===== config.mk =====
export PLATFORM = sky130hd
export DESIGN_NAME = murmur3_32_hash
export DESIGN_NICKNAME = d
export VERILOG_FILES = /design/src/hw/rtl/mm3_pkg.sv /design/src/hw/rtl/mm3_ctrl.sv /design/src/hw/rtl/mm3_dpath.sv /design/src/hw/rtl/murmur3_32_hash.sv
export SDC_FILE = /design/constraint.sdc
export NUM_CORES = 2
export LEC_CHECK = 0
export ABC_AREA = 1
export BUFFER_PORTS_ARGS = -buffer_cell sky130_fd_sc_hd__buf_4
export CORE_MARGIN = 2
export CORE_UTILIZATION = 40
export DETAILED_ROUTE_END_ITERATION = 16
export SETUP_SLACK_MARGIN = 0.3
export SLEW_MARGIN = 20
export SYNTH_ARGS = -nofsm -noshare
export SYNTH_HDL_FRONTEND = slang
export SYNTH_SLANG_ARGS = --single-unit

===== constraint.sdc =====
create_clock -name clk_i -period 18 [get_ports clk_i]
set_input_delay 2.7 -clock clk_i [delete_from_list [all_inputs] [get_ports clk_i]]
set_output_delay 2.7 -clock clk_i [all_outputs]
set_load 0.02 [all_outputs]

===== src/hw/rtl/mm3_pkg.sv =====
`timescale 1ns / 1ps
// Shared types, constants and bit helpers for the MurmurHash3 x86_32 engine.
// Used by mm3_ctrl, mm3_dpath and murmur3_32_hash; no dependencies.
package mm3_pkg;

  // Hash constants
  localparam logic [31:0] MIX_C1   = 32'hcc9e2d51;
  localparam logic [31:0] MIX_C2   = 32'h1b873593;
  localparam logic [31:0] BODY_ADD = 32'he6546b64;
  localparam logic [31:0] FIN_M1   = 32'h85ebca6b;
  localparam logic [31:0] FIN_M2   = 32'hc2b2ae35;

  // Byte count of a full body block
  localparam logic [2:0] FULL_BYTES = 3'd4;

  // Register index decoded from paddr[2]
  localparam logic [0:0] REG_SEED_IDX = 1'b0;

  // Controller states
  typedef enum logic [2:0] {
    ST_IDLE,
    ST_SCR1,
    ST_SCR2,
    ST_MIX,
    ST_FIN1,
    ST_FIN2,
    ST_FIN3
  } mm3_state_e;

  // Commands from controller to datapath
  typedef struct packed {
    logic capture;  // latch the incoming transaction
    logic start;    // load seed and clear length (message start)
    logic scr1;     // k = word * C1
    logic scr2;     // k = rotl15(k) * C2
    logic mix;      // fold k into the running hash
    logic fin1;     // h = fmix step one
    logic fin2;     // h = fmix step two
    logic emit;     // load the result register
  } mm3_cmd_t;

  // Status from datapath to controller
  typedef struct packed {
    logic last;     // captured word closes the message
  } mm3_stat_t;

  function automatic logic [31:0] rotl15(input logic [31:0] x);
    rotl15 = {x[16:0], x[31:17]};
  endfunction

  function automatic logic [31:0] rotl13(input logic [31:0] x);
    rotl13 = {x[18:0], x[31:19]};
  endfunction

  // Keep only the valid low bytes of a word
  function automatic logic [31:0] mask_bytes(input logic [31:0] w, input logic [2:0] n);
    logic [31:0] m;
    case (n)
      3'd0:    m = 32'h0000_0000;
      3'd1:    m = 32'h0000_00ff;
      3'd2:    m = 32'h0000_ffff;
      3'd3:    m = 32'h00ff_ffff;
      default: m = 32'hffff_ffff;
    endcase
    mask_bytes = w & m;
  endfunction

endpackage


===== src/hw/rtl/mm3_ctrl.sv =====
`timescale 1ns / 1ps
// Sequencing state machine for the MurmurHash3 engine: input and output
// handshakes, message tracking and datapath commands. Depends on mm3_pkg.
module mm3_ctrl
  import mm3_pkg::*;
(
  input  logic      clk_i,
  input  logic      rst_ni,
  input  logic      in_valid_i,
  output logic      in_stall_o,
  output logic      out_valid_o,
  input  logic      out_stall_i,
  input  mm3_stat_t stat_i,
  output mm3_cmd_t  cmd_o
);

  mm3_state_e state_q, state_d;
  logic       in_msg_q, in_msg_d;
  logic       out_valid_q, out_valid_d;

  // State and flag registers
  always_ff @(posedge clk_i or negedge rst_ni) begin
    if (!rst_ni) begin
      state_q     <= ST_IDLE;
      in_msg_q    <= 1'b0;
      out_valid_q <= 1'b0;
    end else begin
      state_q     <= state_d;
      in_msg_q    <= in_msg_d;
      out_valid_q <= out_valid_d;
    end
  end

  assign in_stall_o  = (state_q != ST_IDLE);
  assign out_valid_o = out_valid_q;

  // Next state and commands
  always_comb begin
    state_d  = state_q;
    in_msg_d = in_msg_q;
    cmd_o    = '0;
    // drop the result once it is taken
    out_valid_d = out_valid_q && out_stall_i;

    unique case (state_q)
      ST_IDLE: begin
        if (in_valid_i) begin
          cmd_o.capture = 1'b1;
          cmd_o.start   = !in_msg_q;
          in_msg_d      = 1'b1;
          state_d       = ST_SCR1;
        end
      end
      ST_SCR1: begin
        cmd_o.scr1 = 1'b1;
        state_d    = ST_SCR2;
      end
      ST_SCR2: begin
        cmd_o.scr2 = 1'b1;
        state_d    = ST_MIX;
      end
      ST_MIX: begin
        cmd_o.mix = 1'b1;
        if (stat_i.last) begin
          in_msg_d = 1'b0;
          state_d  = ST_FIN1;
        end else begin
          state_d = ST_IDLE;
        end
      end
      ST_FIN1: begin
        cmd_o.fin1 = 1'b1;
        state_d    = ST_FIN2;
      end
      ST_FIN2: begin
        cmd_o.fin2 = 1'b1;
        state_d    = ST_FIN3;
      end
      ST_FIN3: begin
        // hold until the result register is free
        if (!out_valid_q || !out_stall_i) begin
          cmd_o.emit  = 1'b1;
          out_valid_d = 1'b1;
          state_d     = ST_IDLE;
        end
      end
      default: state_d = ST_IDLE;
    endcase
  end

`ifndef SYNTHESIS
  // An accepted transaction always starts the scramble sequence
  a_accept_seq: assert property (@(posedge clk_i) disable iff (!rst_ni)
    (in_valid_i && !in_stall_o) |=> (state_q == ST_SCR1))
    else $error("accepted transaction did not enter scramble");

  // Never overwrite a result that is still stalled
  a_no_overwrite: assert property (@(posedge clk_i) disable iff (!rst_ni)
    cmd_o.emit |-> !(out_valid_q && out_stall_i))
    else $error("result overwritten while stalled");

  // A new result only appears after the final finalizer step
  a_emit_src: assert property (@(posedge clk_i) disable iff (!rst_ni)
    $rose(out_valid_q) |-> ($past(state_q) == ST_FIN3))
    else $error("result valid raised outside finalize");

  // Finalization only follows the last word of a message
  a_fin_last: assert property (@(posedge clk_i) disable iff (!rst_ni)
    (state_q == ST_FIN1) |-> !in_msg_q)
    else $error("finalize while message still open");
`endif

endmodule


===== src/hw/rtl/mm3_dpath.sv =====
`timescale 1ns / 1ps
// Datapath of the MurmurHash3 engine: word capture, one shared 32x32
// multiplier, running hash, byte length and result register. Depends on mm3_pkg.
module mm3_dpath
  import mm3_pkg::*;
(
  input  logic        clk_i,
  input  logic [31:0] seed_i,
  input  logic [31:0] data_word_i,
  input  logic [2:0]  byte_count_i,
  input  logic        last_i,
  input  mm3_cmd_t    cmd_i,
  output mm3_stat_t   stat_o,
  output logic [31:0] hash_value_o
);

  logic [31:0] k_q;
  logic [31:0] h_q;
  logic [31:0] len_q;
  logic [2:0]  cnt_q;
  logic        last_q;
  logic [31:0] res_q;

  logic [2:0]  cnt_eff;
  logic [31:0] mul_a, mul_b, mul_p;
  logic [31:0] fin_x, mix_x, mix_r, mix_h;

  // Non-last words and oversized counts act as full blocks
  assign cnt_eff = (!last_i || (byte_count_i >= FULL_BYTES)) ? FULL_BYTES : byte_count_i;

  // Shared multiplier operand select
  assign fin_x = h_q ^ len_q;
  always_comb begin
    mul_a = rotl15(k_q);
    mul_b = MIX_C2;
    if (cmd_i.scr1) begin
      mul_a = k_q;
      mul_b = MIX_C1;
    end else if (cmd_i.fin1) begin
      mul_a = fin_x ^ (fin_x >> 16);
      mul_b = FIN_M1;
    end else if (cmd_i.fin2) begin
      mul_a = h_q ^ (h_q >> 13);
      mul_b = FIN_M2;
    end
  end
  assign mul_p = mul_a * mul_b;

  // Fold scrambled block into the hash; rotate and add only for full blocks
  assign mix_x = h_q ^ k_q;
  assign mix_r = rotl13(mix_x);
  assign mix_h = (cnt_q == FULL_BYTES) ? (mix_r + (mix_r << 2) + BODY_ADD) : mix_x;

  // Datapath registers
  always_ff @(posedge clk_i) begin
    if (cmd_i.capture) begin
      k_q    <= mask_bytes(data_word_i, cnt_eff);
      cnt_q  <= cnt_eff;
      last_q <= last_i;
    end
    if (cmd_i.start) begin
      h_q   <= seed_i;
      len_q <= '0;
    end
    if (cmd_i.scr1 || cmd_i.scr2) begin
      k_q <= mul_p;
    end
    if (cmd_i.mix) begin
      h_q   <= mix_h;
      len_q <= len_q + {29'd0, cnt_q};
    end
    if (cmd_i.fin1 || cmd_i.fin2) begin
      h_q <= mul_p;
    end
    if (cmd_i.emit) begin
      res_q <= h_q ^ (h_q >> 16);
    end
  end

  assign stat_o.last  = last_q;
  assign hash_value_o = res_q;

endmodule


===== src/hw/rtl/murmur3_32_hash.sv =====
`timescale 1ns / 1ps
// Top level of the MurmurHash3 x86_32 streaming engine: seed register on the
// APB port, controller and datapath. Depends on mm3_pkg, mm3_ctrl, mm3_dpath.

// Words of a message are taken one at a time; a non-last word passes through
// scramble and mix before the next is accepted, and the last word also through
// the finalizer (plus any wait while an earlier result is still stalled in the
// output register), giving one hash per message. This is paced by the single
// shared 32x32 multiplier, which the scramble uses twice and the fmix32
// finalizer twice, each product registered before the next step. The seed
// register (byte address 0, reset 0) is latched at the start of every message,
// so a seed written mid-message applies from the next message on. A result may
// wait in the output register while the next message is already streaming in.
module murmur3_32_hash
  import mm3_pkg::*;
(
  input  logic        clk_i,
  input  logic        rst_ni,
  // APB configuration port
  input  logic        psel,
  input  logic        penable,
  input  logic        pwrite,
  input  logic [2:0]  paddr,
  input  logic [31:0] pwdata,
  output logic [31:0] prdata,
  output logic        pready,
  // input words
  input  logic        in_valid_i,
  output logic        in_stall_o,
  input  logic [31:0] data_word_i,
  input  logic [2:0]  byte_count_i,
  input  logic        last_i,
  // hash results
  output logic        out_valid_o,
  input  logic        out_stall_i,
  output logic [31:0] hash_value_o
);

  logic [31:0] seed_q;
  logic        seed_hit;
  mm3_cmd_t    cmd;
  mm3_stat_t   stat;

  // Seed register
  assign pready   = 1'b1;
  assign seed_hit = (paddr[2] == REG_SEED_IDX[0]);

  always_ff @(posedge clk_i or negedge rst_ni) begin
    if (!rst_ni) begin
      seed_q <= '0;
    end else if (psel && penable && pwrite && seed_hit) begin
      seed_q <= pwdata;
    end
  end

  assign prdata = seed_hit ? seed_q : '0;

  mm3_ctrl u_ctrl (
    .clk_i       (clk_i),
    .rst_ni      (rst_ni),
    .in_valid_i  (in_valid_i),
    .in_stall_o  (in_stall_o),
    .out_valid_o (out_valid_o),
    .out_stall_i (out_stall_i),
    .stat_i      (stat),
    .cmd_o       (cmd)
  );

  mm3_dpath u_dpath (
    .clk_i        (clk_i),
    .seed_i       (seed_q),
    .data_word_i  (data_word_i),
    .byte_count_i (byte_count_i),
    .last_i       (last_i),
    .cmd_i        (cmd),
    .stat_o       (stat),
    .hash_value_o (hash_value_o)
  );

endmodule

Word level (Yosys, flattened, before mapping):

Index checks and enable logic that the tools add are counted.

* register bits: 169
* bits of input ports: 78
* logic and storage cells: 92

* magnitude comparators: 1
* $mul: 1
* mux-type cells: 36
* equal/unequal tests: 13
* bitwise logic cells: 7
* $add $sub $neg: 3
* reductions and logical operators: 21

Operator list (number)
* two-way mux 32 bit: 16
* one-hot mux 32 bit (4 select lines): 1
* bitwise XOR 32 x 16 -> 32 bit: 2
* bitwise XOR 32 bit: 2
* adder 32 x 3 -> 32 bit: 1
* adder 32 bit: 1
* adder 32 bit (second input constant): 1
* AND 32 bit: 1
* multiplier 32 x 32 -> 32 bit: 1
* bitwise XOR 32 x 19 -> 32 bit: 1
* one-hot mux 3 bit (7 select lines): 1
* == test 3 x 2 -> 1 bit (second input constant): 4
* == test 3 bit (second input constant): 4
* two-way mux 3 bit: 4
* two-way mux 1 bit: 11
* == test 3 x 1 -> 1 bit (second input constant): 2
* zero test 3 bit: 2
* nonzero test 2 bit: 3
* nonzero test 3 bit: 2
* logical AND 1 bit: 4
* zero test 1 bit: 4
* logical OR 1 bit: 4
* two-way mux 2 bit: 2
* != test 2 x 1 -> 1 bit (second input constant): 2
* other kinds (6): 6

Depth between registers and ports, before layout:

* depth after elaboration: 9
* mapped depth: 46

Hierarchy:

A second synthesis with hierarchy kept.

* cell total of the unflattened synthesis: 3423
* area total of the unflattened synthesis: 27181.1 um2

By module, submodules not included
* mm3_dpath: times used 1, seq. area each 3963.8 um2, area an instance 25319.3 um2, cells an instance 3172
* murmur3_32_hash: times used 1, seq. area each 800.8 um2, area an instance 1586.5 um2, cells an instance 212
* mm3_ctrl: times used 1, seq. area each 125.1 um2, area an instance 275.3 um2, cells an instance 39

Worst setup path before layout:

No wires, ideal clock.

* kind: reg2reg
* start point: reg u_ctrl.state_q[0]
* end point: reg u_dpath.k_q[29] (data pin)
* path buffers: 3
* slack: 10174 ps
* arrival time: 7559 ps
* period minus slack after synthesis: 7826 ps
* library setup time: 267 ps
* cell stages (with the launch flop): 36
* path through: dfrtp_1 buf_4 inv_4 nor2_8 nand2_4 buf_2 buf_2 nand4_1 o21ai_1 clkinv_1 nor2_1 inv_1 fa_1 inv_1 fa_1 inv_1 fa_1 fa_1 inv_1 ha_1 ha_1 fa_1 fa_1 ha_1 inv_1 nor3_1 nand3_1 nand3_1 a31oi_1 o21ai_0 a21oi_1 o21ai_0 nand2_1 nand2_1 xor2_1 o21ai_0

* longest elaborated chain between the ends: 7
* elaborated cells on any way between the ends: 17

RTL lines
* start, declared: line mm3_ctrl.sv:17 `mm3_state_e state_q, state_d;`
* start signal, assigned: line mm3_ctrl.sv:28 `state_q <= state_d;`
* == test 3 bit: line mm3_ctrl.sv:45 `unique case (state_q)`
* two-way mux 1 bit: line mm3_ctrl.sv:45
* two-way mux 32 bit: line mm3_dpath.sv:42 `end else if (cmd_i.fin2) begin`
* two-way mux 32 bit: line mm3_dpath.sv:39 `end else if (cmd_i.fin1) begin`
* two-way mux 32 bit: line mm3_dpath.sv:36 `if (cmd_i.scr1) begin`
* multiplier 32 x 32 -> 32 bit: line mm3_dpath.sv:47 `assign mul_p = mul_a * mul_b;`
* two-way mux 32 bit (*): line mm3_dpath.sv:65 `if (cmd_i.scr1 || cmd_i.scr2) begin`
* end signal, assigned: line mm3_dpath.sv:57 `k_q <= mask_bytes(data_word_i, cnt_eff);`
* end signal, assigned: line mm3_dpath.sv:66 `k_q <= mul_p;`
* end, declared: line mm3_dpath.sv:17 `logic [31:0] k_q;`

Mark *: on every way between the ends. The rest lies on a longest branch, timed or not.
A chain may end at the register's enable or synchronous reset.

Worst setup path after layout:

Same ends and word-level chain as after synthesis.

==> results by stage <==
Setup path:
- The setup path with the least slack is of type reg -> reg.
- The data arrival time of the critical path is approximately 11 ns.
- Of all nets on the critical path, the largest fanout is 36.
- The largest stage delay on the critical path is 0.65 ns.
- The worst setup path is launched from a flip-flop.
- The required time of the critical path is roughly 18 ns.
- The worst setup path is captured at a flip-flop.
- The internal reg-to-reg setup slack is between 7 and 8 ns.
- The worst-path cell with the longest stage delay is inv_2.

Drt:
- The first TritonRoute pass finished after 6 iterations.
- In this run, the number of DRC markers left after iteration 0 of detailed routing was 2582.
- The remaining design rule violation count is 0.
- The mean number of vias per cell is 5.33.
- After detailed routing, the average wire length per cell comes to 23.3 µm.
- The residual antenna-violating net count after detailed routing is 0.
- The number of vias after detailed routing is 22608.
- The total length of routed wires is 98.6 mm.

Synth:
- Of all flip-flops after synthesis, the portion carrying an async set or reset was 21.9%.
- The commonest register cell after synthesis is edfxtp_1.
- The yosys synthesis warning count is 0.
- The cell area after technology mapping is approximately 27000 µm².
- The number of nets in the synthesized netlist is 3953.
- In the post-synthesis netlist, the biggest area contributors are fa_1 29%, edfxtp_1 15%, inv_1 11%, ha_1 9.2%, nand2_1 7.8%.
- The main combinational cell family by area after synthesis is adder cells.
- The synthesized netlist devotes 4.78% of its cell area to XOR and XNOR gates.
- The number of enable-type register cells in the synthesized netlist is 132.
- The compound-gate portion of the synthesized area is 8.19%.
- The part of the Yosys area used for sequential elements is 18.3%.
- A synthesized cell averages 8.14 µm².
- The synthesized design contains ~170 register bits.
- The share of synthesized cell area in and, or, nand and nor gates is ~17%.
- The area share of the leading cell type in the synthesized netlist is 29.4%.
- The cell count after synthesis came out at 3285.
- The most area-hungry cell type in the Yosys netlist is fa_1.
- Summing the areas of all fa, ha and maj instances in the mapped netlist gives 38.6% of the synthesized area.
- The fraction of synthesized area in multiplexers is 0%.
- The number of different library cells in the post-synthesis netlist is 60.

Timing:
- The number of max-slew violations in the final report is 0.
- Setup repair after global routing left no endpoint under its margin.
- The total negative setup slack is 0 ns.
- For the pin with the worst max-slew slack, the measured transition is 1.10 ns.
- Between clock sinks in the finished design, the worst skew comes to 0.0194 ns.
- The worst pin sits at a relative slew slack of a little over a quarter.
- The hold violation count in the final report is 0.
- Setup violations remaining at the end of the flow were counted as 0.
- Derived from the worst setup path, the maximum achievable clock frequency is 0.0931 GHz.
- The minimum clock period after layout is 10.74 ns.
- In the finished design, the share of the clock period the worst path needs comes to 59.7%.

Clock tree:
- Counting the buffers created by CTS gives 17.
- The later pin in the worst-skew pair is clocked with a latency of about 0.47 ns.
- The clock net in this run drives a total of 169 sinks.
- After clock tree synthesis, the repair step resized 0 gates.
- The maximum clock insertion buffer count is 2.
- The buffers inserted during post-CTS setup optimization is 0.
- In this run the number of H-tree levels came out at 4.
- After clock tree synthesis, the flow added hold-fix buffers numbering 0.
- The clock-pin slew of the registers on the worst-case setup and hold paths is 0.08 ns.
- In this run the clock root is driven by a clkbuf_16.
- The TritonCTS clock tree is built.

Floorplanning:
- Once the floorplan was initialized, standard cells occupied 40.5% of the core.
- The count of standard-cell rows is 94.
- The die covers 68900 µm².
- The placeable core area is 66000 µm².
- The top-level I/O count is 145.
- The die is 263 µm wide.
- The die outline height is 263 µm.

Job:
- The number of max-cap violations is 0.

Finish:
- The top cell types in the final layout, fill and taps aside, are 755 x inv_1, 556 x nand2_1, 393 x fa_1, 322 x nor2_1, 197 x ha_1.
- The number of nets in the finished design is 4028.
- The area taken by flip-flops and latches is 4890 µm².
- The final core area utilization is around 44%.
- In the final layout, the share of cells above drive strength 1 is 7.62%.
- The most common cell after layout, fill and taps aside is inv_1.
- The filler cell count in the final layout is 6664.
- Summing all multi-input logic gate instances after layout gives 18400 µm².
- The signed area change from the synthesized netlist to the final layout is 9.20%.

Place:
- Port buffering added roughly 140 buffers.
- The post-DP HPWL is 82.5 mm.
- The final RePlAce weighted congestion is 1.02.

Global routing:
- The via count of the first global-routing pass came to ~22000.
- The first global-routing pass estimated ~150 mm of wire.
- Global routing consumed, over all layers together, 28.9% of the routing resources.
- The number of antenna violations at the first check in global routing was 0.
- Entering global routing, the biggest net connects 65 pins.
- The total grt overflow is 0.

Status:
- The run finished with clean final reports.

Min path:
- The path category of the worst min-delay check is reg -> reg.
worst max-delay path: cells and delay by family, from the launching register on:
| family | cells | cell delay (ns) |
|---|---|---|
| XOR/XNOR | 1 | 0.32 |
| flip-flops | 1 | 0.59 |
| AO/OA/AOI/OAI | 5 | 1.32 |
| AND/OR/NAND/NOR | 11 | 3.21 |
| adder cells (fa/ha/maj) | 9 | 4.00 |
| buffers and inverters | 5 | 0.98 |
cells in the mapped netlist (4+ instances only):
cell type / number
dfrtp_1: 37
nand2_1: 556
nand3b_1: 6
a21oi_1: 176
inv_2: 12
nand4_1: 25
clkbuf_1: 74
nor4_1: 7
nand3_2: 6
buf_1: 10
nor3b_1: 9
buf_2: 12
buf_6: 7
o21ai_0: 118
o21a_1: 6
nor3_1: 24
o21ai_2: 4
edfxtp_1: 132
ha_1: 197
buf_4: 7
or2_1: 4
a22oi_1: 18
nand2_2: 17
xor2_1: 68
clkinv_1: 6
or2_2: 5
o21bai_1: 10
inv_1: 755
fa_1: 393
a21o_1: 9
nand3_1: 110
nor2_1: 324
a31oi_1: 11
xnor2_1: 76
o211ai_1: 9
o21ai_1: 5
registers in the layout (all words and copies together) (netlist names):
signal                flops
u_dpath.len_q            32
u_dpath.hash_value_o     32
u_dpath.h_q              32
seed_q                   32
u_dpath.k_q              32
u_dpath.cnt_q             3
u_ctrl.out_valid_o        1
u_ctrl.state_q            3
u_ctrl.in_msg_q           1
u_dpath.stat_o            1
path summary, 6_finish.rpt:
path,startpoint,to,cells after the start
max in group asynchronous,rst_ni,seed_q[25]$_DFFE_PN0P_,1
worst min register to register,u_ctrl.in_msg_q$_DFFE_PN0P_,u_ctrl.in_msg_q$_DFFE_PN0P_,2
worst min-delay path,u_ctrl.in_msg_q$_DFFE_PN0P_,u_ctrl.in_msg_q$_DFFE_PN0P_,2
worst max register to register,u_ctrl.state_q[0]$_DFFE_PN0P_,u_dpath.k_q[29]$_DFFE_PP_,31
worst max-delay path,u_ctrl.state_q[0]$_DFFE_PN0P_,u_dpath.k_q[29]$_DFFE_PP_,31
min in group asynchronous,rst_ni,seed_q[11]$_DFFE_PN0P_,1
cell type report:
cell class	instances	area share, %
diodes	1	0.00857
clock buffers	17	1.46
clock inverters	15	0.668
inverters	775	9.98
multi-input cells	2231	63.2
flip-flops and latches	169	16.7
well taps	864	3.70
repair buffers	166	4.27
per-stage QoR:
stage                     instances  hold WS, ns  worst slack [ns]  area, µm²
after CTS                      4237        0.486              7.38      29200
after global placement         4205        0.455              7.41      28600
after floorplan                3285        0.421             10.17      26700
after detailed placement       4205        0.461              7.39      28600
final                          4238        0.478              7.26      29200
after global routing           4237        0.514              6.76      29200
routing by layer:
layer / share of wire, % / global-route usage (%) / wire length, µm / vias to the layer above
li1: - / - / - / 10226
met1: 41 / 38.8 / 40200 / 10988
met2: 45 / 45.6 / 44000 / 1179
met3: 9.4 / 5.30 / 9310 / 215
met4: 5.2 / 13.0 / 5110 / 0
met5: 0 / 0 / 0 / -
cells by family after synthesis:
family | after synthesis
simple gates | 1105
flops | 169
fa+ha+maj | 590
other cells | 1
xor+xnor | 145
buf+inv | 885
compound gates | 390
Power is left out: the tool's default activity adds up to more than one toggle a clock period on the data nets, which glitch-free logic cannot reach.
